`src/design/depth_gated_color_segmenter_defines.svh`:
```
// ----------------------------------------------------------------------------
// Depth-gated colour segmenter: assertion macros
// Shared concurrent assertion forms, clocked on clock and disabled in reset.
// ----------------------------------------------------------------------------
`ifndef DEPTH_GATED_COLOR_SEGMENTER_DEFINES_SVH
`define DEPTH_GATED_COLOR_SEGMENTER_DEFINES_SVH

// The consequent must hold in the same cycle as the antecedent.
`define DGCS_ASSERT_SAME(name, ante, cons, msg) \
   name: assert property (@(posedge clock) disable iff (reset) (ante) |-> (cons)) \
      else $error(msg);

// The consequent must hold in the cycle after the antecedent.
`define DGCS_ASSERT_NEXT(name, ante, cons, msg) \
   name: assert property (@(posedge clock) disable iff (reset) (ante) |=> (cons)) \
      else $error(msg);

`endif

```
`src/design/dgcs_pkg.sv`:
```
// ----------------------------------------------------------------------------
// Depth-gated colour segmenter package
// Payload types, register indexes, class codes and fill colours.
// ----------------------------------------------------------------------------
package dgcs_pkg;

   localparam int LINE_WIDTH_DEFAULT = 640;
   localparam int LINE_COUNT_DEFAULT = 480;

   localparam int POS_W   = 19;
   localparam int CSR_IDX_W  = 3;
   localparam int CSR_DATA_W = 24;

   localparam logic [CSR_IDX_W-1:0] CSR_NEAR_LIMIT = 3'd0;
   localparam logic [CSR_IDX_W-1:0] CSR_STATS_LIMIT = 3'd1;
   localparam logic [CSR_IDX_W-1:0] CSR_BOX_A_LOW = 3'd2;
   localparam logic [CSR_IDX_W-1:0] CSR_BOX_A_HIGH = 3'd3;
   localparam logic [CSR_IDX_W-1:0] CSR_BOX_B_LOW = 3'd4;
   localparam logic [CSR_IDX_W-1:0] CSR_BOX_B_HIGH = 3'd5;

   localparam logic [15:0] NEAR_LIMIT_RESET  = 16'd700;
   localparam logic [15:0] STATS_LIMIT_RESET = 16'd500;
   localparam logic [23:0] BOX_A_LOW_RESET   = 24'h003F84;
   localparam logic [23:0] BOX_A_HIGH_RESET  = 24'h64A3AF;
   localparam logic [23:0] BOX_B_LOW_RESET   = 24'h00BFBE;
   localparam logic [23:0] BOX_B_HIGH_RESET  = 24'h1414FF;

   localparam logic [1:0] CLASS_FAR     = 2'd0;
   localparam logic [1:0] CLASS_BOX_A   = 2'd1;
   localparam logic [1:0] CLASS_BOX_B   = 2'd2;
   localparam logic [1:0] CLASS_UNMATCH = 2'd3;

   localparam logic [31:0] FAR_FILL  = 32'hA0FFFFFF;
   localparam logic [31:0] MARK_FILL = 32'hFFFF00FF;
   localparam logic [31:0] MIN_CLEAR = 32'hFFFFFFFF;
   localparam logic [POS_W-1:0] SLOT_MAX = 19'h7FFFF;

   typedef struct packed {
      logic [31:0] pixel_color;
      logic [15:0] depth_mm;
      logic        frame_end;
   } req_type;

   typedef struct packed {
      logic [1:0]       pixel_class;
      logic [31:0]      shown_color;
      logic [POS_W-1:0] pixel_position;
      logic [POS_W-1:0] class_slot;
      logic [31:0]      frame_min_color;
      logic [31:0]      frame_max_color;
      logic             stats_valid;
      logic             frame_last;
   } rsp_type;

   typedef struct packed {
      logic [1:0]  pixel_class;
      logic [31:0] shown_color;
      logic        hit_a;
      logic        hit_b;
   } class_type;

endpackage

```
`src/design/dgcs_classify.sv`:
```
// ----------------------------------------------------------------------------
// Depth-gated colour segmenter: pixel classifier
// Depth gate and two exclusive RGB box tests, giving class and shown colour.
// ----------------------------------------------------------------------------
module dgcs_classify (
   input  logic [31:0]         pixel_color,
   input  logic [15:0]         depth_mm,
   input  logic [15:0]         near_limit,
   input  logic [23:0]         box_a_low,
   input  logic [23:0]         box_a_high,
   input  logic [23:0]         box_b_low,
   input  logic [23:0]         box_b_high,
   output dgcs_pkg::class_type result
);
   import dgcs_pkg::*;

   function automatic logic in_box(logic [23:0] color, logic [23:0] lo, logic [23:0] hi);
      logic ok;
      ok = 1'b1;
      for (int ch = 0; ch < 3; ch++) begin
         if (!((lo[ch*8 +: 8] < color[ch*8 +: 8]) && (color[ch*8 +: 8] < hi[ch*8 +: 8]))) begin
            ok = 1'b0;
         end
      end
      return ok;
   endfunction

   logic is_near;
   logic match_a;
   logic match_b;

   assign is_near = depth_mm < near_limit;
   assign match_a = in_box(pixel_color[23:0], box_a_low, box_a_high);
   assign match_b = in_box(pixel_color[23:0], box_b_low, box_b_high);

   always_comb begin
      result.hit_a = 1'b0;
      result.hit_b = 1'b0;
      result.pixel_class = CLASS_FAR;
      result.shown_color = FAR_FILL;
      if (is_near) begin
         if (match_a) begin
            result.hit_a = 1'b1;
            result.pixel_class = CLASS_BOX_A;
            result.shown_color = pixel_color;
         end else if (match_b) begin
            result.hit_b = 1'b1;
            result.pixel_class = CLASS_BOX_B;
            result.shown_color = pixel_color;
         end else begin
            result.pixel_class = CLASS_UNMATCH;
            result.shown_color = MARK_FILL;
         end
      end
   end

endmodule

```
`src/design/depth_gated_color_segmenter.sv`:
```
// ----------------------------------------------------------------------------
// Depth-gated colour segmenter
// Classifies pixels by depth and colour box, numbers object pixels per class
// and reports per-frame colour statistics on the last pixel of each frame.
//
//   Channel  Direction  Ports                                Content
//   req      in         req_valid, req_stall, req_payload    one pixel
//   rsp      out        rsp_valid, rsp_stall, rsp_payload    one result
//   csr      in         csr_write, csr_index, csr_data       register write
//
// A request enters the input register; its result moves into the output
// register once that register is empty or being taken, and is offered there.
// One request is accepted every cycle while the result side keeps taking.
// A stalled result holds the output register; the input register then fills
// and req_stall rises only when both are occupied.
// Reset is synchronous; it restores register defaults and clears all counters.
// ----------------------------------------------------------------------------
module depth_gated_color_segmenter #(
   parameter int LINE_WIDTH = dgcs_pkg::LINE_WIDTH_DEFAULT,
   parameter int LINE_COUNT = dgcs_pkg::LINE_COUNT_DEFAULT
) (
   input  logic                            clock,
   input  logic                            reset,
   input  logic                            req_valid,
   output logic                            req_stall,
   input  dgcs_pkg::req_type               req_payload,
   output logic                            rsp_valid,
   input  logic                            rsp_stall,
   output dgcs_pkg::rsp_type               rsp_payload,
   input  logic                            csr_write,
   input  logic [dgcs_pkg::CSR_IDX_W-1:0]  csr_index,
   input  logic [dgcs_pkg::CSR_DATA_W-1:0] csr_data
);
   import dgcs_pkg::*;

   `include "depth_gated_color_segmenter_defines.svh"

   localparam longint FRAME_SIZE = longint'(LINE_WIDTH) * longint'(LINE_COUNT);
   localparam logic [24:0] FRAME_SIZE_W = 25'(FRAME_SIZE);

   logic [15:0] near_limit_ff;
   logic [15:0] stats_limit_ff;
   logic [23:0] box_a_low_ff;
   logic [23:0] box_a_high_ff;
   logic [23:0] box_b_low_ff;
   logic [23:0] box_b_high_ff;

   logic        in_valid_ff;
   req_type     in_req_ff;
   logic        out_valid_ff;
   rsp_type     out_rsp_ff;
   rsp_type     out_rsp_in;

   logic [POS_W-1:0] position_ff;
   logic [POS_W-1:0] position_in;
   logic [POS_W-1:0] count_a_ff;
   logic [POS_W-1:0] count_a_in;
   logic [POS_W-1:0] count_b_ff;
   logic [POS_W-1:0] count_b_in;
   logic [31:0]      run_min_ff;
   logic [31:0]      run_min_in;
   logic [31:0]      run_max_ff;
   logic [31:0]      run_max_in;

   logic        advance;
   class_type   cls;
   logic        qualify;
   logic [31:0] new_min;
   logic [31:0] new_max;
   logic        have_stats;
   logic [POS_W:0] pos_inc;

   logic        out_stats;
   logic        out_plain;
   logic        stats_zero;
   logic        out_slotted;
   logic        object_class;
   logic        frame_done;
   logic        frame_cleared;
   logic        pipe_full;

   always_ff @(posedge clock) begin
      if (reset) begin
         near_limit_ff  <= NEAR_LIMIT_RESET;
         stats_limit_ff <= STATS_LIMIT_RESET;
         box_a_low_ff   <= BOX_A_LOW_RESET;
         box_a_high_ff  <= BOX_A_HIGH_RESET;
         box_b_low_ff   <= BOX_B_LOW_RESET;
         box_b_high_ff  <= BOX_B_HIGH_RESET;
      end else if (csr_write) begin
         unique case (csr_index)
            CSR_NEAR_LIMIT:  near_limit_ff  <= csr_data[15:0];
            CSR_STATS_LIMIT: stats_limit_ff <= csr_data[15:0];
            CSR_BOX_A_LOW:   box_a_low_ff   <= csr_data;
            CSR_BOX_A_HIGH:  box_a_high_ff  <= csr_data;
            CSR_BOX_B_LOW:   box_b_low_ff   <= csr_data;
            CSR_BOX_B_HIGH:  box_b_high_ff  <= csr_data;
            default: begin
            end
         endcase
      end
   end

   assign advance   = in_valid_ff && (!out_valid_ff || !rsp_stall);
   assign req_stall = in_valid_ff && !advance;

   always_ff @(posedge clock) begin
      if (reset) begin
         in_valid_ff <= 1'b0;
      end else if (req_valid && !req_stall) begin
         in_valid_ff <= 1'b1;
      end else if (advance) begin
         in_valid_ff <= 1'b0;
      end
   end

   always_ff @(posedge clock) begin
      if (req_valid && !req_stall) begin
         in_req_ff <= req_payload;
      end
   end

   dgcs_classify u_classify (
      .pixel_color (in_req_ff.pixel_color),
      .depth_mm    (in_req_ff.depth_mm),
      .near_limit  (near_limit_ff),
      .box_a_low   (box_a_low_ff),
      .box_a_high  (box_a_high_ff),
      .box_b_low   (box_b_low_ff),
      .box_b_high  (box_b_high_ff),
      .result      (cls)
   );

   assign qualify = (in_req_ff.depth_mm < stats_limit_ff) && (cls.shown_color != MARK_FILL)
                    && (cls.shown_color != 32'd0);
   assign new_min = (qualify && (cls.shown_color < run_min_ff)) ? cls.shown_color : run_min_ff;
   assign new_max = (qualify && (cls.shown_color > run_max_ff)) ? cls.shown_color : run_max_ff;
   assign have_stats = !((new_min == MIN_CLEAR) && (new_max == 32'd0));
   assign pos_inc = {1'b0, position_ff} + {{POS_W{1'b0}}, 1'b1};

   always_comb begin
      out_rsp_in.pixel_class    = cls.pixel_class;
      out_rsp_in.shown_color    = cls.shown_color;
      out_rsp_in.pixel_position = position_ff;
      out_rsp_in.class_slot     = cls.hit_a ? count_a_ff : (cls.hit_b ? count_b_ff : '0);
      out_rsp_in.frame_last     = in_req_ff.frame_end;
      out_rsp_in.stats_valid    = in_req_ff.frame_end && have_stats;
      out_rsp_in.frame_min_color = out_rsp_in.stats_valid ? new_min : 32'd0;
      out_rsp_in.frame_max_color = out_rsp_in.stats_valid ? new_max : 32'd0;

      count_a_in = count_a_ff;
      count_b_in = count_b_ff;
      if (cls.hit_a && (count_a_ff != SLOT_MAX)) begin
         count_a_in = count_a_ff + 1'b1;
      end
      if (cls.hit_b && (count_b_ff != SLOT_MAX)) begin
         count_b_in = count_b_ff + 1'b1;
      end
      if (25'(pos_inc) >= FRAME_SIZE_W) begin
         position_in = '0;
      end else begin
         position_in = pos_inc[POS_W-1:0];
      end
      run_min_in = new_min;
      run_max_in = new_max;
      if (in_req_ff.frame_end) begin
         position_in = '0;
         count_a_in  = '0;
         count_b_in  = '0;
         run_min_in  = MIN_CLEAR;
         run_max_in  = 32'd0;
      end
   end

   always_ff @(posedge clock) begin
      if (reset) begin
         position_ff <= '0;
         count_a_ff  <= '0;
         count_b_ff  <= '0;
         run_min_ff  <= MIN_CLEAR;
         run_max_ff  <= 32'd0;
      end else if (advance) begin
         position_ff <= position_in;
         count_a_ff  <= count_a_in;
         count_b_ff  <= count_b_in;
         run_min_ff  <= run_min_in;
         run_max_ff  <= run_max_in;
      end
   end

   always_ff @(posedge clock) begin
      if (reset) begin
         out_valid_ff <= 1'b0;
      end else if (advance) begin
         out_valid_ff <= 1'b1;
      end else if (!rsp_stall) begin
         out_valid_ff <= 1'b0;
      end
   end

   always_ff @(posedge clock) begin
      if (advance) begin
         out_rsp_ff <= out_rsp_in;
      end
   end

   assign rsp_valid   = out_valid_ff;
   assign rsp_payload = out_rsp_ff;

   assign out_stats    = out_valid_ff && out_rsp_ff.stats_valid;
   assign out_plain    = out_valid_ff && !out_rsp_ff.stats_valid;
   assign stats_zero   = (out_rsp_ff.frame_min_color == 32'd0)
                         && (out_rsp_ff.frame_max_color == 32'd0);
   assign out_slotted  = out_valid_ff && (out_rsp_ff.class_slot != '0);
   assign object_class = (out_rsp_ff.pixel_class == CLASS_BOX_A)
                         || (out_rsp_ff.pixel_class == CLASS_BOX_B);
   assign frame_done   = advance && in_req_ff.frame_end;
   assign frame_cleared = (position_ff == '0) && (count_a_ff == '0) && (count_b_ff == '0)
                          && (run_min_ff == MIN_CLEAR) && (run_max_ff == 32'd0);
   assign pipe_full    = in_valid_ff && out_valid_ff && rsp_stall;

   `DGCS_ASSERT_SAME(a_stats_on_last, out_stats, out_rsp_ff.frame_last, "Statistics off the last pixel.")
   `DGCS_ASSERT_SAME(a_stats_zero, out_plain, stats_zero, "Statistics without the valid flag.")
   `DGCS_ASSERT_SAME(a_slot_class, out_slotted, object_class, "Slot outside the object classes.")
   `DGCS_ASSERT_NEXT(a_frame_clear, frame_done, frame_cleared, "Frame state not cleared.")
   `DGCS_ASSERT_SAME(a_stall_full, req_stall, pipe_full, "Request stalled with room to spare.")

endmodule

```
`config.mk`:
```
export PLATFORM = sky130hd
export DESIGN_NAME = depth_gated_color_segmenter
export DESIGN_NICKNAME = d
export VERILOG_FILES = /design/src/design/dgcs_pkg.sv /design/src/design/dgcs_classify.sv /design/src/design/depth_gated_color_segmenter.sv
export VERILOG_INCLUDE_DIRS = /design/src /design/src/design
export SDC_FILE = /design/constraint.sdc
export NUM_CORES = 1
export LEC_CHECK = 0
export ABC_AREA = 1
export BUFFER_PORTS_ARGS = -buffer_cell sky130_fd_sc_hd__buf_2
export CAP_MARGIN = 20
export CELL_PAD_IN_SITES_DETAIL_PLACEMENT = 1
export CELL_PAD_IN_SITES_GLOBAL_PLACEMENT = 1
export CORE_MARGIN = 5
export CORE_UTILIZATION = 40
export DETAILED_ROUTE_END_ITERATION = 10
export GPL_TIMING_DRIVEN = 0
export PLACE_DENSITY = 0.81
export RECOVER_POWER = 25
export SETUP_SLACK_MARGIN = 0.4
export SLEW_MARGIN = 5
export SYNTH_ARGS = -nofsm -noshare
export SYNTH_HDL_FRONTEND = slang
export SYNTH_SLANG_ARGS = --single-unit
```
`constraint.sdc`:
```
create_clock -name clock -period 11 [get_ports clock]
set_clock_uncertainty 0.1 [all_clocks]
set_input_delay 2.2 -clock clock [delete_from_list [all_inputs] [get_ports clock]]
set_output_delay 2.2 -clock clock [all_outputs]
set_load 0.02 [all_outputs]
```
-- Word-level counts from Yosys, hierarchy flattened
Cells that the tools add are included.
- output and inout port bits: 140
- bits in read-only memories: 0
- bits of input ports: 81
- latch bits: 0
- memory bits (writable): 0
- flip-flop bits (word level): 438
- memories kept: 0
- muxes and demuxes: 28
- shift operators: 0
- magnitude comparators: 17
- reduce and logical (&&, ||, !) cells: 38
- multipliers: 0
- eq/ne operators: 10
- div/mod/pow operators: 0
- bitwise logic cells: 1
- add/sub/neg operators: 3
- operators by type and width (operator ; number):
    2-to-1 mux 19 bit ; 8
    2-to-1 mux 32 bit ; 4
    < comparator 8 bit ; 12
    2-to-1 mux 33 bit ; 2
    adder 19 x 1 -> 19 bit (second input constant) ; 2
    inequality test 19 bit (second input constant) ; 2
    2-to-1 mux 34 bit ; 1
    == test 32 bit (second input constant) ; 1
    > comparator 32 bit ; 1
    zero test 32 bit ; 1
    < comparator 16 bit ; 2
    < comparator 32 bit ; 1
    inequality test 32 bit (second input constant) ; 1
    nonzero test 32 bit ; 1
    adder 19 x 1 -> 20 bit (second input constant) ; 1
    >= comparator 20 x 19 -> 1 bit (second input constant) ; 1
    logical AND 1 bit ; 17
    AND reduction 2 bit ; 8
    2-to-1 mux 1 bit ; 13
    == test 3 x 2 -> 1 bit (second input constant) ; 2
    == test 3 bit (second input constant) ; 2
    nonzero test 2 bit ; 3
    zero test 1 bit ; 5
    == test 3 x 1 -> 1 bit (second input constant) ; 1
    5 further kinds ; 5

-- Logic depth before layout (Yosys ltp)
- depth after elaboration: 17
- depth in mapped cells: 40
- depth with buffers taken out: 34

-- Hierarchy
From an unflattened synthesis, not the netlist that was laid out.
- cell total of the unflattened synthesis: 2762
- area, all modules: 22017.4 um^2
- by module, submodules not included (module ; area each (um^2) ; seq. area each (um^2) ; instances ; cells each):
    depth_gated_color_segmenter ; 18964.4 ; 10640.2 ; 1 ; 2223
    dgcs_classify ; 3052.9 ; 0.0 ; 1 ; 539

-- Worst setup path after synthesis
No wires, ideal clock.
- kind: input-to-reg
- from: in rsp_stall
- to: reg count_a_ff[16]
- library setup time: 0.119 ns
- setup slack: 0.246 ns
- path buffers: 0
- stages on the path: 18
- arrival: 10.535 ns
- cells stage by stage: nand2_1 inv_1 nor2_1 nand2_1 nand2_1 inv_1 nor2_1 inv_1 nor2_1 nand2_1 nor2_1 inv_1 nor2_1 inv_1 nor3_2 nand3_1 o21ai_1 a21oi_1
- cells in the longest elaborated chain, start to end: 4
- ends and longest elaborated chain (item ; RTL line ; RTL):
    start: declaration ; depth_gated_color_segmenter.sv:28 ; input logic rsp_stall,
    zero test 1 bit ; - ;
    logical OR 1 bit ; depth_gated_color_segmenter.sv:104 ; assign advance = in_valid_ff && (!out_valid_ff || !rsp_stall);
    logical AND 1 bit ; depth_gated_color_segmenter.sv:104 ;
    named net advance ; depth_gated_color_segmenter.sv:65 ; logic advance;
    AND reduction 2 bit (no source line) ; - ;
    end signal: assignment ; depth_gated_color_segmenter.sv:184 ; count_a_ff <= count_a_in;
    end: declaration ; depth_gated_color_segmenter.sv:56 ; logic [POS_W-1:0] count_a_ff;
The timed path passes the listed nets, and every way through them passes these cells.
A chain may end at the register's enable or synchronous reset.

==> impl_results.md <==
* Run status: finished with violations
* H-tree depth at 2
* Power density cells at 161 nW/um2
* Max_cap viols at 3
* TritonCTS buffer count at 50
* Setup crit end kind: flip-flop
* Gate Count Post-Synth at 2684
* Hold WC Path Type: flip-flop to flip-flop
* Post_cts resized at 0
* Clk buf depth at 3
* Sequential element share of the synthesized area at 48.5%
* Top cells by count, synth: nand2_1, inv_1, nor2_1, dfxtp_1, a21oi_1
* Die W at 244 um
* CP Class: flip-flop to flip-flop
* Core area at 54100 um2
* Max transition margin at -46.0%
* # rows at 85
* DR vias/cell at 5.38
* Placer Congestion at 0.918
* 1st-iter DRT viols at 1230
* First-pass GRT wire length at 119000 um
* Clock slew at reported path FFs at 0.06 ns
* Top-count cell post-synth: nand2_1
* Worst-Skew Late Latency at 0.61 ns
* Leakage power total at 11.6 nW
* CP max stage cell: a32oi_1
* Final core occ at 47.3%
* Final Setup Violations at 0
* DIE HEIGHT at 244 um
* Tmin final at 7.91 ns
* Yosys top cell area share at 25.6%
* I/O pin cnt at 221
* Asr flop ratio synth at 0%
* Most frequent CP cell: nand2_1
* Worst Setup Start Kind: flip-flop
* Total die area at 59700 um2
* Cts hold-fix bufs at 0
* Part of the cycle the worst path needs at 71.9%
* Worst-path fanout max at 10
* Largest net degree at the start of global routing at 37
* Flops & latches, synth at 438
* Vias in the first global route at 21100
* Wirelength, routed at 78100 um
* Clock root buffer: clkbuf_16
* Synth Cell Area at 22000 um2
* TNS Setup at 0 ns
* WL/cell at 21.1 um
* DRT Pass-1 Iters at 5
* Placed wire-length estimate at 59000 um
* Vias at 19900
* Max Slew Vio Count at 98
* # DRC at 0
* Ys flop type: dfxtp_1
* Critical Path RT at 11.23 ns
* GRT Util Overall at 25.4%
* Share of cells above drive strength 1 at 10.8%
* Synth Warn # at 0
* Syn nets at 2946
* # Post-CTS Setup Buffers at 0
* Syn_area_per_cell at 8.18 um2
* CP max stage delay at 0.69 ns
* Initial antenna violation count at 0
* RSZ-0062 raised after global routing: false
* Worst-margin pin slew at 2.19 ns
* Antenna cells at 0
* Clock Sinks at 438
* Fillers at 6596
* CTS tree: done
* Failing checks: max-capacitance violations, max-slew violations
* Final net count at 3223
* Synth area leader: edfxtp_1
* Arrival time at the worst endpoint at 8.15 ns
* Area grow syn2layout at 16.5%
* Grt ovf at 0
* Initial Utilization at 40.6%
* Power Total at 4.11 mW
* Maximum clock rate at 126 MHz
* Max VDD drop at 0.112 mV
* Input/output buffers at 219
* Final number of hold-violating endpoints at 0
* Distinct cells, synth at 45
* Final ANT Viol Nets at 0
* Largest cells by area after synthesis: edfxtp_1, dfxtp_1, ha_1
* Post-synth EDFFs at 187
[stage by stage]
stage               setup slack, ns  hold WS [ns]  area, um2  cells
finish                         3.09         0.365      25600   3698
global route                   2.60         0.380      25600   3698
CTS                            3.23         0.364      25700   3698
detailed placement             3.28         0.356      24100   3605
global placement              0.378         0.333      23900   3599
floorplan                      2.87         0.324      22000   2684
[final cells by class]
| cell class | instances | area [um2] | share of cell area (%) |
|---|---|---|---|
| Tap cell | 696 | 871 | 3.40 |
| Clock buffer | 71 | 1410 | 5.51 |
| Timing Repair Buffer | 225 | 1130 | 4.44 |
| Clock inverter | 22 | 221 | 0.866 |
| Buffer | 101 | 458 | 1.79 |
| Inverter | 416 | 1560 | 6.10 |
| Sequential cell | 438 | 10600 | 41.6 |
| Multi-Input combinational cell | 1729 | 9280 | 36.3 |
[logic make-up (layout without fill, tap and decap cells)]
| family | after synthesis | in the layout | share of synthesized area [%] |
|---|---|---|---|
| flip-flops | 438 | 438 | 48.5 |
| adder cells (fa/ha/maj) | 181 | 181 | 10.3 |
| buffers and inverters | 517 | 835 | 9.23 |
| AO/OA/AOI/OAI | 473 | 473 | 11.7 |
| XOR/XNOR | 8 | 8 | 0.319 |
| AND/OR/NAND/NOR | 1067 | 1067 | 19.9 |
[critical path, delay by kind of cell, from the launching register on]
kind,cells,cell delay [ns]
AND/OR/NAND/NOR,25,3.09
buffers and inverters,8,1.91
AO/OA/AOI/OAI,4,1.19
flip-flops,1,0.67
adder cells (fa/ha/maj),2,0.67
[cells in the final DEF (no fill, tap or decap), types with 17 or more instances in the layout]
cell type,instances
buf_2,221
nor3_1,26
o211ai_1,34
a21oi_1,229
o21ai_0,151
clkbuf_16,50
nand2_1,587
inv_1,412
nand4_1,59
edfxtp_1,187
clkbuf_1,106
ha_1,181
nor2_1,278
o22ai_1,17
nand3_1,96
dfxtp_1,251
[state kept, by name (all words and copies together), names as in the netlist, 19 cells and up]
| signal | count |
|---|---|
| box_a_high_ff | 24 |
| box_a_low_ff | 24 |
| box_b_high_ff | 24 |
| box_b_low_ff | 24 |
| count_a_ff | 19 |
| count_b_ff | 19 |
| in_req_ff | 49 |
| position_ff | 19 |
| rsp_payload | 138 |
| run_max_ff | 32 |
| run_min_ff | 32 |
[power by group]
group          internal, mW  switching [mW]
sequential             1.77          0.0441
combinational         0.180           0.435
clock                 0.968           0.708
[per-layer routing]
metal | track usage, % | part of all wire, %
met3 | 3.85 | 6.2
met2 | 43.7 | 47
met1 | 32.3 | 43
met5 | 0 | 0
met4 | 9.81 | 4.1
[path summary, 6_finish.rpt]
path | start | end | slack, ns | cells past startpoint
setup / recovery | in_req_ff[32] | rsp_payload[35] | 3.09 | 39
hold / removal | stats_limit_ff[0] | stats_limit_ff[0] | 0.37 | 2
setup reg to reg | in_req_ff[32] | rsp_payload[35] | 3.09 | 39
hold reg to reg | stats_limit_ff[0] | stats_limit_ff[0] | 0.37 | 2
Power figures use the tool's default switching activity.
